[src/hdl/cpfm_pkg.sv]
`timescale 1ns / 1ps
// Shared types and constants of the capture period frequency meter.
// No dependencies; cpfm_dp, cpfm_ctrl, the top level and the checker import it.
package cpfm_pkg;

  localparam int unsigned CAP_W  = 16;
  localparam int unsigned FREQ_W = 24;
  localparam int unsigned TB_W   = 24;

  localparam logic [TB_W-1:0] TICK_RATE_RESET = 24'd250000;

  typedef enum logic [2:0] {
    ST_IDLE,
    ST_AVG_GO,
    ST_CHECK,
    ST_FREQ_GO,
    ST_FREQ_WAIT,
    ST_EMIT
  } cpfm_state_t;

  // Commands from the controller to the datapath.
  typedef struct packed {
    logic take;
    logic avg_go;
    logic freq_go;
    logic emit_zero;
    logic emit_freq;
  } cpfm_cmd_t;

  // Status from the datapath to the controller.
  typedef struct packed {
    logic last;
    logic div_done;
    logic avg_zero;
  } cpfm_status_t;

endpackage

[src/hdl/cpfm_div.sv]
`timescale 1ns / 1ps
// Restoring serial divider, one quotient bit per clock.
// Depends on nothing; used by cpfm_dp.
module cpfm_div #(
  parameter int unsigned DW = 24,
  parameter int unsigned VW = 18
) (
  input  logic          clk,
  input  logic          rst_n,
  input  logic          start,
  input  logic [DW-1:0] dividend,
  input  logic [VW-1:0] divisor,
  output logic          done,
  output logic [DW-1:0] quotient
);

  localparam int unsigned CW = (DW > 1) ? $clog2(DW) : 1;
  localparam logic [CW-1:0] LAST_STEP = CW'(DW - 1);

  logic          run_r,  run_nxt;
  logic          done_r, done_nxt;
  logic [CW-1:0] cnt_r,  cnt_nxt;
  logic [DW-1:0] quo_r,  quo_nxt;
  logic [VW-1:0] rem_r,  rem_nxt;
  logic [VW-1:0] dvs_r,  dvs_nxt;
  logic [VW:0]   shifted;
  logic [VW:0]   trial;

  assign shifted = {rem_r, quo_r[DW-1]};
  assign trial   = shifted - {1'b0, dvs_r};

  always_comb begin
    run_nxt  = run_r;
    done_nxt = 1'b0;
    cnt_nxt  = cnt_r;
    quo_nxt  = quo_r;
    rem_nxt  = rem_r;
    dvs_nxt  = dvs_r;
    if (start) begin
      run_nxt = 1'b1;
      cnt_nxt = '0;
      quo_nxt = dividend;
      rem_nxt = '0;
      dvs_nxt = divisor;
    end else if (run_r) begin
      // A borrow out of the trial subtraction means the divisor did not fit.
      if (!trial[VW]) begin
        rem_nxt = trial[VW-1:0];
        quo_nxt = {quo_r[DW-2:0], 1'b1};
      end else begin
        rem_nxt = shifted[VW-1:0];
        quo_nxt = {quo_r[DW-2:0], 1'b0};
      end
      cnt_nxt = cnt_r + 1'b1;
      if (cnt_r == LAST_STEP) begin
        run_nxt  = 1'b0;
        done_nxt = 1'b1;
      end
    end
  end

  always_ff @(posedge clk) begin
    if (!rst_n) begin
      run_r  <= 1'b0;
      done_r <= 1'b0;
      cnt_r  <= '0;
    end else begin
      run_r  <= run_nxt;
      done_r <= done_nxt;
      cnt_r  <= cnt_nxt;
    end
  end

  always_ff @(posedge clk) begin
    quo_r <= quo_nxt;
    rem_r <= rem_nxt;
    dvs_r <= dvs_nxt;
  end

  assign done     = done_r;
  assign quotient = quo_r;

endmodule

[src/hdl/cpfm_dp.sv]
`timescale 1ns / 1ps
// Datapath: time base register, run accumulator, average, frequency divider, results.
// Depends on cpfm_pkg and cpfm_div.
module cpfm_dp
  import cpfm_pkg::*;
#(
  parameter int unsigned CAPTURES   = 4,
  parameter int unsigned TIMER_BITS = 16
) (
  input  logic              clk,
  input  logic              rst_n,
  input  cpfm_cmd_t         cmd,
  output cpfm_status_t      status,
  input  logic [CAP_W-1:0]  capture_time,
  input  logic              cfg_write,
  input  logic [TB_W-1:0]   cfg_tick_rate,
  output logic              out_valid,
  output logic [FREQ_W-1:0] out_frequency,
  output logic              out_zero_period
);

  localparam int unsigned SUM_W = TIMER_BITS + $clog2(CAPTURES);
  localparam int unsigned CNT_W = $clog2(CAPTURES);
  localparam logic [CNT_W-1:0] CNT_LAST = CNT_W'(CAPTURES - 1);

  // The average divides the run sum by the constant number of periods. It is
  // formed as a multiplication by the rounded-up reciprocal 2^REC_SH / PERIODS,
  // which gives the exact truncated quotient for every sum below 2^SUM_W.
  localparam int unsigned PERIODS = CAPTURES - 1;
  localparam int unsigned REC_SH  = SUM_W + $clog2(PERIODS);
  localparam int unsigned REC_W   = SUM_W + 1;
  localparam int unsigned PROD_W  = SUM_W + REC_W;
  localparam logic [REC_W-1:0] RECIP =
    REC_W'(((64'd1 << REC_SH) + 64'(PERIODS) - 64'd1) / 64'(PERIODS));

  logic [TB_W-1:0]       tick_rate_r;
  logic [CNT_W-1:0]      count_r;
  logic [TIMER_BITS-1:0] prev_r;
  logic [SUM_W-1:0]      sum_r;
  logic [TIMER_BITS-1:0] avg_r;
  logic                  out_valid_r;
  logic [FREQ_W-1:0]     out_freq_r;
  logic                  out_zero_r;

  logic [31:0]           cap_ext;
  logic [TIMER_BITS-1:0] stamp;
  logic [TIMER_BITS-1:0] delta;
  logic [PROD_W-1:0]     avg_prod;
  logic                  div_start;
  logic                  div_done;
  logic [TB_W-1:0]       div_quot;

  // The stamp is reduced to the timer width; the subtraction wraps at that width.
  assign cap_ext = {{(32 - CAP_W){1'b0}}, capture_time};
  assign stamp   = cap_ext[TIMER_BITS-1:0];
  assign delta   = stamp - prev_r;

  assign avg_prod = PROD_W'(sum_r) * PROD_W'(RECIP);

  always_ff @(posedge clk) begin
    if (!rst_n) begin
      tick_rate_r <= TICK_RATE_RESET;
      count_r     <= '0;
      out_valid_r <= 1'b0;
    end else begin
      if (cfg_write) begin
        tick_rate_r <= cfg_tick_rate;
      end
      if (cmd.take) begin
        count_r <= (count_r == CNT_LAST) ? '0 : count_r + 1'b1;
      end
      out_valid_r <= cmd.emit_zero | cmd.emit_freq;
    end
  end

  always_ff @(posedge clk) begin
    if (cmd.take) begin
      prev_r <= stamp;
      sum_r  <= (count_r == '0) ? '0 : sum_r + SUM_W'(delta);
    end
    if (cmd.avg_go) begin
      avg_r <= avg_prod[REC_SH +: TIMER_BITS];
    end
    if (cmd.emit_zero || cmd.emit_freq) begin
      out_freq_r <= cmd.emit_zero ? '0 : div_quot[FREQ_W-1:0];
      out_zero_r <= cmd.emit_zero;
    end
  end

  assign div_start = cmd.freq_go;

  cpfm_div #(
    .DW(TB_W),
    .VW(TIMER_BITS)
  ) u_div (
    .clk      (clk),
    .rst_n    (rst_n),
    .start    (div_start),
    .dividend (tick_rate_r),
    .divisor  (avg_r),
    .done     (div_done),
    .quotient (div_quot)
  );

  assign status.last     = (count_r == CNT_LAST);
  assign status.div_done = div_done;
  assign status.avg_zero = (avg_r == '0);

  assign out_valid       = out_valid_r;
  assign out_frequency   = out_freq_r;
  assign out_zero_period = out_zero_r;

endmodule

[src/hdl/cpfm_ctrl.sv]
`timescale 1ns / 1ps
// Controller state machine: sequences accumulation, average, division and the result.
// Depends on cpfm_pkg.
module cpfm_ctrl
  import cpfm_pkg::*;
(
  input  logic         clk,
  input  logic         rst_n,
  input  logic         start,
  input  cpfm_status_t status,
  output cpfm_cmd_t    cmd,
  output logic         busy
);

  cpfm_state_t state_r, state_nxt;

  always_ff @(posedge clk) begin
    if (!rst_n) begin
      state_r <= ST_IDLE;
    end else begin
      state_r <= state_nxt;
    end
  end

  always_comb begin
    state_nxt = state_r;
    unique case (state_r)
      ST_IDLE: begin
        if (start && status.last) state_nxt = ST_AVG_GO;
      end
      ST_AVG_GO:   state_nxt = ST_CHECK;
      ST_CHECK: begin
        state_nxt = status.avg_zero ? ST_IDLE : ST_FREQ_GO;
      end
      ST_FREQ_GO:   state_nxt = ST_FREQ_WAIT;
      ST_FREQ_WAIT: begin
        if (status.div_done) state_nxt = ST_EMIT;
      end
      ST_EMIT: state_nxt = ST_IDLE;
      default: state_nxt = ST_IDLE;
    endcase
  end

  always_comb begin
    cmd  = '0;
    busy = 1'b1;
    unique case (state_r)
      ST_IDLE: begin
        busy     = 1'b0;
        cmd.take = start;
      end
      ST_AVG_GO:    cmd.avg_go = 1'b1;
      ST_CHECK:     cmd.emit_zero = status.avg_zero;
      ST_FREQ_GO:   cmd.freq_go = 1'b1;
      ST_FREQ_WAIT: cmd = '0;
      ST_EMIT:      cmd.emit_freq = 1'b1;
      default:      cmd = '0;
    endcase
  end

endmodule

[src/hdl/capture_period_frequency_meter.sv]
`timescale 1ns / 1ps
// Top level of the capture period frequency meter: controller plus datapath.
// Depends on cpfm_pkg, cpfm_ctrl, cpfm_dp (and through it cpfm_div).
//
// Channel  Direction  Handshake             Payload
// in       request    start high, busy low  in_capture_time[15:0]
// out      result     out_valid, 1 cycle    out_frequency[23:0], out_zero_period
// cfg      write      cfg_valid & cfg_ready cfg_tick_rate[23:0]
//
// A request that does not complete a run is taken while busy stays low.
// The request that completes a run holds busy high while the block forms the
// average by a reciprocal multiplication, tests it for zero and then runs the
// serial frequency division, which yields one of its 24 quotient bits per cycle.
// A zero average ends the computation after the test.
// The result strobe follows in the first idle cycle. Reset is synchronous and active
// low; the time base is writable only while busy is low; the receiver cannot stall.
module capture_period_frequency_meter
  import cpfm_pkg::*;
#(
  parameter int unsigned CAPTURES   = 4,
  parameter int unsigned TIMER_BITS = 16
) (
  input  logic              clk,
  input  logic              rst_n,
  input  logic              start,
  output logic              busy,
  input  logic [CAP_W-1:0]  in_capture_time,
  output logic              out_valid,
  output logic [FREQ_W-1:0] out_frequency,
  output logic              out_zero_period,
  input  logic              cfg_valid,
  output logic              cfg_ready,
  input  logic [TB_W-1:0]   cfg_tick_rate
);

  cpfm_cmd_t    cmd;
  cpfm_status_t status;

  // The time base register is read by the divider during a computation, so a
  // write is held off until the block is idle again.
  assign cfg_ready = !busy;

  // The controller decides when a request is taken and when each step runs.
  cpfm_ctrl u_ctrl (
    .clk    (clk),
    .rst_n  (rst_n),
    .start  (start),
    .status (status),
    .cmd    (cmd),
    .busy   (busy)
  );

  // The datapath accumulates the wrapped deltas of a run as requests arrive,
  // so only the previous stamp and a running sum are kept.
  cpfm_dp #(
    .CAPTURES   (CAPTURES),
    .TIMER_BITS (TIMER_BITS)
  ) u_dp (
    .clk             (clk),
    .rst_n           (rst_n),
    .cmd             (cmd),
    .status          (status),
    .capture_time    (in_capture_time),
    .cfg_write       (cfg_valid & cfg_ready),
    .cfg_tick_rate   (cfg_tick_rate),
    .out_valid       (out_valid),
    .out_frequency   (out_frequency),
    .out_zero_period (out_zero_period)
  );

endmodule

[config.mk]
export PLATFORM = sky130hd
export DESIGN_NAME = capture_period_frequency_meter
export DESIGN_NICKNAME = d
export VERILOG_FILES = /design/src/hdl/cpfm_pkg.sv /design/src/hdl/cpfm_div.sv /design/src/hdl/cpfm_dp.sv /design/src/hdl/cpfm_ctrl.sv /design/src/hdl/capture_period_frequency_meter.sv
export SDC_FILE = /design/constraint.sdc
export NUM_CORES = 1
export LEC_CHECK = 0
export BUFFER_PORTS_ARGS = -buffer_cell sky130_fd_sc_hd__buf_2
export CORE_UTILIZATION = 55
export DETAILED_ROUTE_END_ITERATION = 12
export GPL_TIMING_DRIVEN = 0
export PLACE_DENSITY = 0.73
export SYNTH_ARGS = -nofsm -noshare
export SYNTH_HDL_FRONTEND = slang
export SYNTH_SLANG_ARGS = --single-unit
[constraint.sdc]
create_clock -name clk -period 14.2 [get_ports clk]
set_input_delay 2.84 -clock clk [delete_from_list [all_inputs] [get_ports clk]]
set_output_delay 2.84 -clock clk [all_outputs]
set_load 0.005 [all_outputs]
==> Yosys cells after proc, flatten, opt, wreduce, memory -nomap -nowiden <==
Index checks and enable logic that the tools add are counted.
{ "op_classes": {"addsub": 5, "multipliers": 1, "eq_ne": 9, "n_mux": 19, "n_bitwise": 4, "n_reduce_logical": 9} }
{ "ops": {"columns": ["op", "count"], "rows": [
  ["$mux 24", 2],
  ["$mul 18x18->35 const B", 1],
  ["$add 18x16->18", 1],
  ["$sub 17x16->17", 1],
  ["$logic_not 16->1", 1],
  ["$mux 16", 1],
  ["$sub 16x16->16", 1],
  ["$pmux 3 s5", 1],
  ["$mux 1", 11],
  ["$eq 3x2->1 const B", 2],
  ["$eq 3x3->1 const B", 2],
  ["$mux 3", 2],
  ["$add 5x1->5 const B", 1],
  ["$eq 5x5->1 const B", 1],
  ["$mux 2", 2],
  ["$ne 2x1->1 const B", 2],
  ["$eq 3x1->1 const B", 1],
  ["$logic_not 3->1", 1],
  ["$reduce_or 3->1", 1],
  ["$add 2x1->2 const B", 1],
  ["$eq 2x2->1 const B", 1],
  ["$logic_not 2->1", 1],
  ["$not 1->1", 2],
  ["$reduce_and 2->1", 1],
  ["other kinds (6)", 6]
]} }
{ "totals": {"ff_bits": 168, "output_inout_bits": 28, "wordCells": 62} }

==> Logic depth before layout (Yosys ltp) <==
Gate-level depths: netlist (run 1).
{ "logic_depth": {"depth_word": 4, "mapped_depth": 20, "ltp_nobuf": 20} }

==> Modules after synthesis <==
Synthesis (run 1) repeated with hierarchy kept, for this count alone.
{ "hier_totals": {"hier_cells": 1418, "area_unflattened_um2": 14664.1} }
{ "by_module_without_submodules": {"columns": ["module", "n_inst", "cells_each", "area_each_um2", "seq_area_each_um2"], "rows": [
  ["cpfm_dp", 1, 1083, 11021.8, 2792.7],
  ["cpfm_div", 1, 311, 3453.3, 1661.6],
  ["cpfm_ctrl", 1, 22, 178.9, 60.1],
  ["capture_period_frequency_meter", 1, 2, 10.0, 0.0]
]} }

==> Worst setup path after synthesis (run 1) <==
Ideal clock, no wire load.
{ "synth_path": {"path_type": "input to register", "startpoint": "in in_capture_time[0]", "endpoint": "reg u_dp.sum_r[15] (data pin)", "setup_time_ps": 260, "t_arrival_ps": 6309, "path_slack_ps": 7631, "path_stages": 20, "cell_sequence": "inv_1 -> ha_1 -> inv_1 -> fa_1 -> a21o_1 -> a21oi_1 -> nor2b_1 -> o21a_1 -> o211ai_1 -> nand2b_1 -> xor2_1 -> ha_1 -> a21o_1 -> a21o_1 -> a21oi_1 -> nand2b_1 -> a31oi_1 -> o21ai_0 -> o31ai_1 -> mux2_2"} }
{ "synth_between": {"elab_chain_cells": 2} }
{ "synth_lines": {"columns": ["element", "line_no", "source"], "rows": [
  ["from (decl)", "capture_period_frequency_meter.sv:27", "input logic [CAP_W-1:0] in_capture_time,"],
  ["$sub 16x16->16", "cpfm_dp.sv:56", "assign delta = stamp - prev_r;"],
  ["$add 18x16->18", "cpfm_dp.sv:79", "sum_r <= (count_r == '0) ? '0 : sum_r + SUM_W'(delta);"],
  ["to (signal assigned)", "cpfm_dp.sv:79", null],
  ["to (decl)", "cpfm_dp.sv:39", "logic [SUM_W-1:0] sum_r;"]
]} }
Every way passes these cells.
A chain may end at the register's enable or synchronous reset.

==> Final worst setup path (run 1) <==
Same ends and word-level chain as after synthesis.

==> results of run 1 <==
[sequential cells by signal, indices dropped and copies added, names as in the netlist, 2 cells and up]
signal               flops
u_ctrl.state_r           3
u_dp.prev_r             16
u_dp.u_div.quotient     24
u_dp.tick_rate_r        24
u_dp.avg_r              16
u_dp.u_div.cnt_r         5
u_dp.u_div.rem_r        16
u_dp.u_div.dvs_r        16
u_dp.count_r             2
u_dp.sum_r              18
u_dp.out_frequency      24
[per-layer routing]
metal,GRT usage (%),part of all wire (%),up-vias
li1,-,-,4847
met5,0,0,-
met3,3.12,3.0,46
met4,8.58,2.6,0
met2,41.1,51,212
met1,28.0,43,4726
[metrics by stage]
| step | cells | util (%) |
|---|---|---|
| 6_report | 1843 | 61.4 |
| 2_1_floorplan | 1409 | - |
| 3_3_place_gp | 1810 | 58.9 |
| 3_5_place_dp | 1810 | 59.0 |
| 4_1_cts | 1842 | 61.3 |
| 5_1_grt | 1843 | 61.4 |
[path summary, 6_finish.rpt]
kind | startpoint | to | depth (start not counted)
hold / removal | u_dp.avg_r[9]$_DFFE_PP_ | u_dp.u_div.dvs_r[9]$_DFFE_PP_ | 0
hold reg to reg | u_dp.avg_r[9]$_DFFE_PP_ | u_dp.u_div.dvs_r[9]$_DFFE_PP_ | 0
setup reg to reg | u_dp.sum_r[1]$_SDFFCE_PN0P_ | u_dp.avg_r[10]$_DFFE_PP_ | 19
setup / recovery | in_capture_time[0] | u_dp.sum_r[15]$_SDFFCE_PN0P_ | 21
[synth_stat cells (all sizes together), types with 7 or more instances]
cell and count:
nand3 23, fa 110, or2 7, o211ai 8, nor2b 38, clkbuf 25, o21a 7, a21oi 54
a31oi 11, a21o 17, a211oi 10, nand2b 14, edfxtp 115, dfxtp 53, ha 205, nor2 63
a21boi 20, mux2i 12, nor3 20, xor2 17, inv 282, o21ai 30, nand2 151, xnor2 41
[area by class of cell]
cell class	instances	area (sq um)	share of cell area, %
multi-input combinational	932	8360	54.2
sequential	168	4510	29.3
inverter	282	1060	6.86
clock buffer	19	433	2.81
tap	330	413	2.68
timing repair buffer	72	383	2.48
clock inverter	13	154	0.998
buffer	27	111	0.722
[cell families (layout without fill, tap and decap cells)]
family / after synthesis / after routing / share of synthesized area [%]
AOI/OAI and AO/OA: 187 / 187 / 8.85
xor gates and xnor gates: 58 / 58 / 3.67
adders and majority gates: 315 / 315 / 34.0
buffers and inverters: 309 / 413 / 8.33
DFF: 168 / 168 / 32.2
muxes: 14 / 14 / 1.02
and+or+nand+nor: 358 / 358 / 12.0
[worst max-delay path, cell delays in order]
cell and delay, ps:
buf_2 110, inv_1 50, ha_1 170, inv_1 60
fa_1 410, a21o_1 190, a21oi_1 220, nor2b_1 80
o21a_1 210, o211ai_1 210, nand2b_1 90, xor2_1 140
ha_1 350, a21o_1 220, a21o_1 180, a21oi_1 260
nand2b_1 110, a31oi_1 240, o21ai_0 210, o31ai_1 340
mux2_2 390
==> impl_metrics.py, run 1 <==
metrics = {
    "run_status": {
        "status": "complete, no violations",
    },
    "critical_path": {
        "r2r_slack_ps": 8050,
        "worstSetupPathType": "in2reg",
        "cp.required_ps": 14380,
        "arrival_ps": 7050,
        "start_kind": "primary input",
        "end_kind": "register",
        "critPathMaxFanout": 5,
    },
    "synth": {
        "synth_nets": 1768,
        "synthCells": 1409,
        "synth-main-ff-cell": "edfxtp_1",
        "synth_seq_area_share_pct": 32.2,
        "synth_edf_count": 115,
        "netlist_area_sq_um": 14000,
        "synth_area_leaders": "edfxtp_1 (25%), ha_1 (18%), fa_1 (16%)",
        "yosysWarnings": 0,
        "yosys_register_bits": 168,
        "yosysUniqueCellTypes": 59,
        "async_reset_ff_share_pct": 0,
        "yosysTopAreaCell": "edfxtp_1",
        "synth_top_area_share_pct": 24.6,
        "syn_area_per_cell_sq_um": 9.96,
    },
    "clock_network": {
        "clockBufferDepth": 2,
        "h-tree-depth": 4,
        "ctsHoldBuffers": 0,
        "root_buffer": "clkbuf_16",
        "insertion_delay_ps": 440,
        "cts-resized-gates": 0,
        "clkSlewWorstSetupHoldPaths_ps": 70,
        "numCtsBuffers": 17,
        "cts_tree": "yes",
        "post_cts_buffers": 0,
        "cts_num_sinks": 168,
    },
    "layout": {
        "fill_cells": 2101,
        "mostFrequentLayoutCells": "inv_1 (281), ha_1 (205), nand2_1 (151), edfxtp_1 (115), fa_1 (110)",
        "fin_nets": 1859,
        "diodes": 0,
        "final_area_sq_um": 15400,
        "mostFrequentLayoutCell": "inv_1",
        "layout-drive-gt1-share_pct": 8.06,
        "area_growth_pct": 9.91,
    },
    "sta": {
        "final_max_slew_viol_count": 0,
        "fin_crit_ps": 6870,
        "fin_ws_ps": 7330,
        "skew_ps": 14.8,
        "fin_crit_sh_pct": 48.4,
        "fin_setup_tns_ps": 0,
        "rsz0062_at_grt": "false",
        "clock.fmax_ghz": 0.146,
        "slew_headroom_pct": 12.7,
        "finalSetupViolCount": 0,
        "hold_violations": 0,
        "tightest_slew_ps": 1310,
        "whs_ps": 444,
    },
    "placed_design": {
        "dpl_worst_slack_ps": 6980,
        "routabilityCongestion": 0.893,
        "dp_hpwl_mm": 22.5,
        "place_area_sq_um": 14800,
        "io_buffers": 71,
    },
    "routing": {
        "drt_iter0_drc": 680,
        "final_antenna_net_count": 0,
        "firstDrtPassIters": 5,
        "vias": 9831,
        "drt_wl_total_mm": 28.5,
        "vias_per_cell": 5.33,
        "avgRoutedWirePerCell_um": 15.5,
        "drt_drc_violations_left": 0,
    },
    "grt": {
        "antenna_found_initial": 0,
        "grt_max_degree": 37,
        "grt_use_total_pct": 22.9,
        "grt_pass1_vias": 10100,
        "grt_pass1_wl_mm": 47.4,
        "gr-total-overflow": 0,
    },
    "die": {
        "die_y_um": 162,
        "initial_core_util_pct": 55.9,
        "io_pins": 72,
        "dieArea_sq_um": 26200,
        "rows": 58,
        "die_w_um": 162,
        "coreArea_sq_um": 25100,
    },
    "run": {
        "maxCapViolCount": 0,
    },
    "worst_hold_path": {
        "hp-class": "reg2reg",
    },
}
Power of run 1 is not shown: default switching activity piles up to over one toggle a cycle in this logic, so the estimate is an artifact.
==> inputs of run 2 (changes only) <==
clock period = 6.4 ns   (was 14.2 ns; I/O delays follow)
==> run 2 against run 1 <==
Compared with the run above: core utilization about the same; wire length hardly changed; sequential share of layout area about the same; worst hold slack about the same; final area hardly changed; critical path type is now reg2reg.
==> impl_metrics.py, run 2 (synthesis results as in run 1) <==
metrics = {
    "routing": {
        "drt_iter0_drc": 680,
        "drt_wl_total_mm": 28.5,
        "firstDrtPassIters": 5,
        "vias": 9846,
        "drt_drc_violations_left": 0,
        "final_antenna_net_count": 0,
        "avgRoutedWirePerCell_um": 15.5,
        "vias_per_cell": 5.34,
    },
    "grt": {
        "grt_pass1_vias": 10100,
        "grt_use_total_pct": 22.9,
        "gr-total-overflow": 0,
        "grt_max_degree": 37,
        "grt_pass1_wl_mm": 47.4,
        "antenna_found_initial": 0,
    },
    "sta": {
        "rsz0062_at_grt": "false",
        "fin_setup_tns_ps": 0,
        "final_max_slew_viol_count": 0,
        "fin_ws_ps": 404,
        "hold_violations": 0,
        "fin_crit_ps": 6000,
        "finalSetupViolCount": 0,
        "tightest_slew_ps": 1310,
        "skew_ps": 14.8,
        "clock.fmax_ghz": 0.167,
        "slew_headroom_pct": 12.7,
        "fin_crit_sh_pct": 93.7,
    },
    "critical_path": {
        "worstSetupPathType": "reg2reg",
        "r2r-end": "u_dp.avg_r[10]$_DFFE_PP_",
        "end_kind": "register",
        "cpLargestDelayFamily": "adder cells",
        "slowest_stage": "edfxtp_1",
        "slowest_delay_ps": 610,
        "crit_buf_inv": 4,
        "regToRegStartpoint": "u_dp.sum_r[8]$_SDFFCE_PN0P_",
        "path_cells": "ha_1 > ha_1 > inv_1 > fa_1 > inv_1 > fa_1 > fa_1 > inv_1 > fa_1 > inv_1 > ha_1 > nand2_1 > a211o_1 > a311o_1 > a21oi_1 > o31ai_2 > o211ai_1 > a31oi_1 > xnor2_1",
        "arrival_ps": 6180,
        "start_kind": "register",
        "r2r_slack_ps": 400,
        "reg2reg_depth": 19,
        "cp.required_ps": 6580,
        "critPathMaxFanout": 7,
    },
    "clock_network": {
        "clkSlewWorstSetupHoldPaths_ps": 70,
        "root_buffer": "clkbuf_16",
        "post_cts_buffers": 0,
        "clockBufferDepth": 2,
        "cts_num_sinks": 168,
        "numCtsBuffers": 17,
        "h-tree-depth": 4,
        "insertion_delay_ps": 440,
        "cts_tree": "yes",
    },
    "die": {
        "die_y_um": 162,
        "io_pins": 72,
        "initial_core_util_pct": 55.9,
        "coreArea_sq_um": 25100,
        "die_w_um": 162,
        "dieArea_sq_um": 26200,
        "rows": 58,
    },
    "worst_hold_path": {
        "min_from": "u_dp.avg_r[9]$_DFFE_PP_",
        "hold_path_depth": 0,
        "min_to": "u_dp.u_div.dvs_r[9]$_DFFE_PP_",
        "hp-class": "reg2reg",
    },
    "layout": {
        "area_growth_pct": 9.94,
        "fin_nets": 1859,
        "finalCoreUtilization_pct": 61.4,
        "mostFrequentLayoutCell": "inv_1",
        "layout-drive-gt1-share_pct": 8.13,
        "final_area_sq_um": 15400,
        "mostFrequentLayoutCells": "inv_1 (281), ha_1 (205), nand2_1 (151), edfxtp_1 (115), fa_1 (110)",
        "fill_cells": 2100,
        "diodes": 0,
    },
    "run_status": {
        "status": "complete, no violations",
    },
    "placed_design": {
        "dp_hpwl_mm": 22.5,
        "dpl_worst_slack_ps": 192,
        "io_buffers": 71,
        "routabilityCongestion": 0.893,
        "place_area_sq_um": 14800,
    },
    "run": {
        "maxCapViolCount": 0,
    },
}
-- run 2: cell counts in the layout (fill, tap and decap cells not counted) --
Identical to the previous run, type by type.
-- run 2: worst max path at each step --
stage | from | end | slack (ps) | depth (start not counted)
after floorplan | u_dp.sum_r[1]$_SDFFCE_PN0P_ | u_dp.avg_r[10]$_DFFE_PP_ | 1000 | 19
after global placement | u_dp.sum_r[1]$_SDFFCE_PN0P_ | u_dp.avg_r[10]$_DFFE_PP_ | 270 | 19
after detailed placement | u_dp.sum_r[1]$_SDFFCE_PN0P_ | u_dp.avg_r[10]$_DFFE_PP_ | 190 | 19
after CTS | u_dp.sum_r[1]$_SDFFCE_PN0P_ | u_dp.avg_r[10]$_DFFE_PP_ | 190 | 19
after global routing | u_dp.sum_r[1]$_SDFFCE_PN0P_ | u_dp.avg_r[10]$_DFFE_PP_ | 20 | 19
final | u_dp.sum_r[8]$_SDFFCE_PN0P_ | u_dp.avg_r[10]$_DFFE_PP_ | 400 | 19
-- run 2: cell type report --
class                      count  area, sq um  area share (%)
multi-input combinational    932         8360            54.2
sequential                   168         4510            29.3
inverter                     282         1060            6.86
clock buffer                  19          433            2.81
tap                          330          413            2.68
timing repair buffer          72          383            2.48
clock inverter                13          154           0.998
buffer                        27          111           0.722
-- run 2: worst register-to-register path, cell delays in order, from the launching register on --
cell,delay [ps]
edfxtp_1,610
ha_1,440
ha_1,290
inv_1,70
fa_1,540
inv_1,50
fa_1,510
fa_1,550
inv_1,60
fa_1,530
inv_1,50
ha_1,290
nand2_1,70
a211o_1,270
a311o_1,420
a21oi_1,310
o31ai_2,180
o211ai_1,260
a31oi_1,130
xnor2_1,130
-- run 2: timing repair --
item | CTS | global route
endpoints found under the hold margin | 0 | 0
gates resized for setup | 0 | 1
setup endpoints to repair | 0 | 4
hold buffers | 0 | 0
-- run 2: metrics by stage --
| stage | std cells | hold slack, ps |
|---|---|---|
| 2_1_floorplan | 1409 | 427 |
| 6_report | 1843 | 444 |
| 3_5_place_dp | 1810 | 437 |
| 5_1_grt | 1843 | 458 |
| 4_1_cts | 1842 | 446 |
| 3_3_place_gp | 1810 | 433 |
-- run 2: per-layer routing --
layer | track usage (%) | wire length (um)
met5 | 0 | 0
met4 | 8.58 | 731
met2 | 41.1 | 14600
met1 | 28.0 | 12300
met3 | 3.12 | 886
Power of run 2 is left out for the same reason.
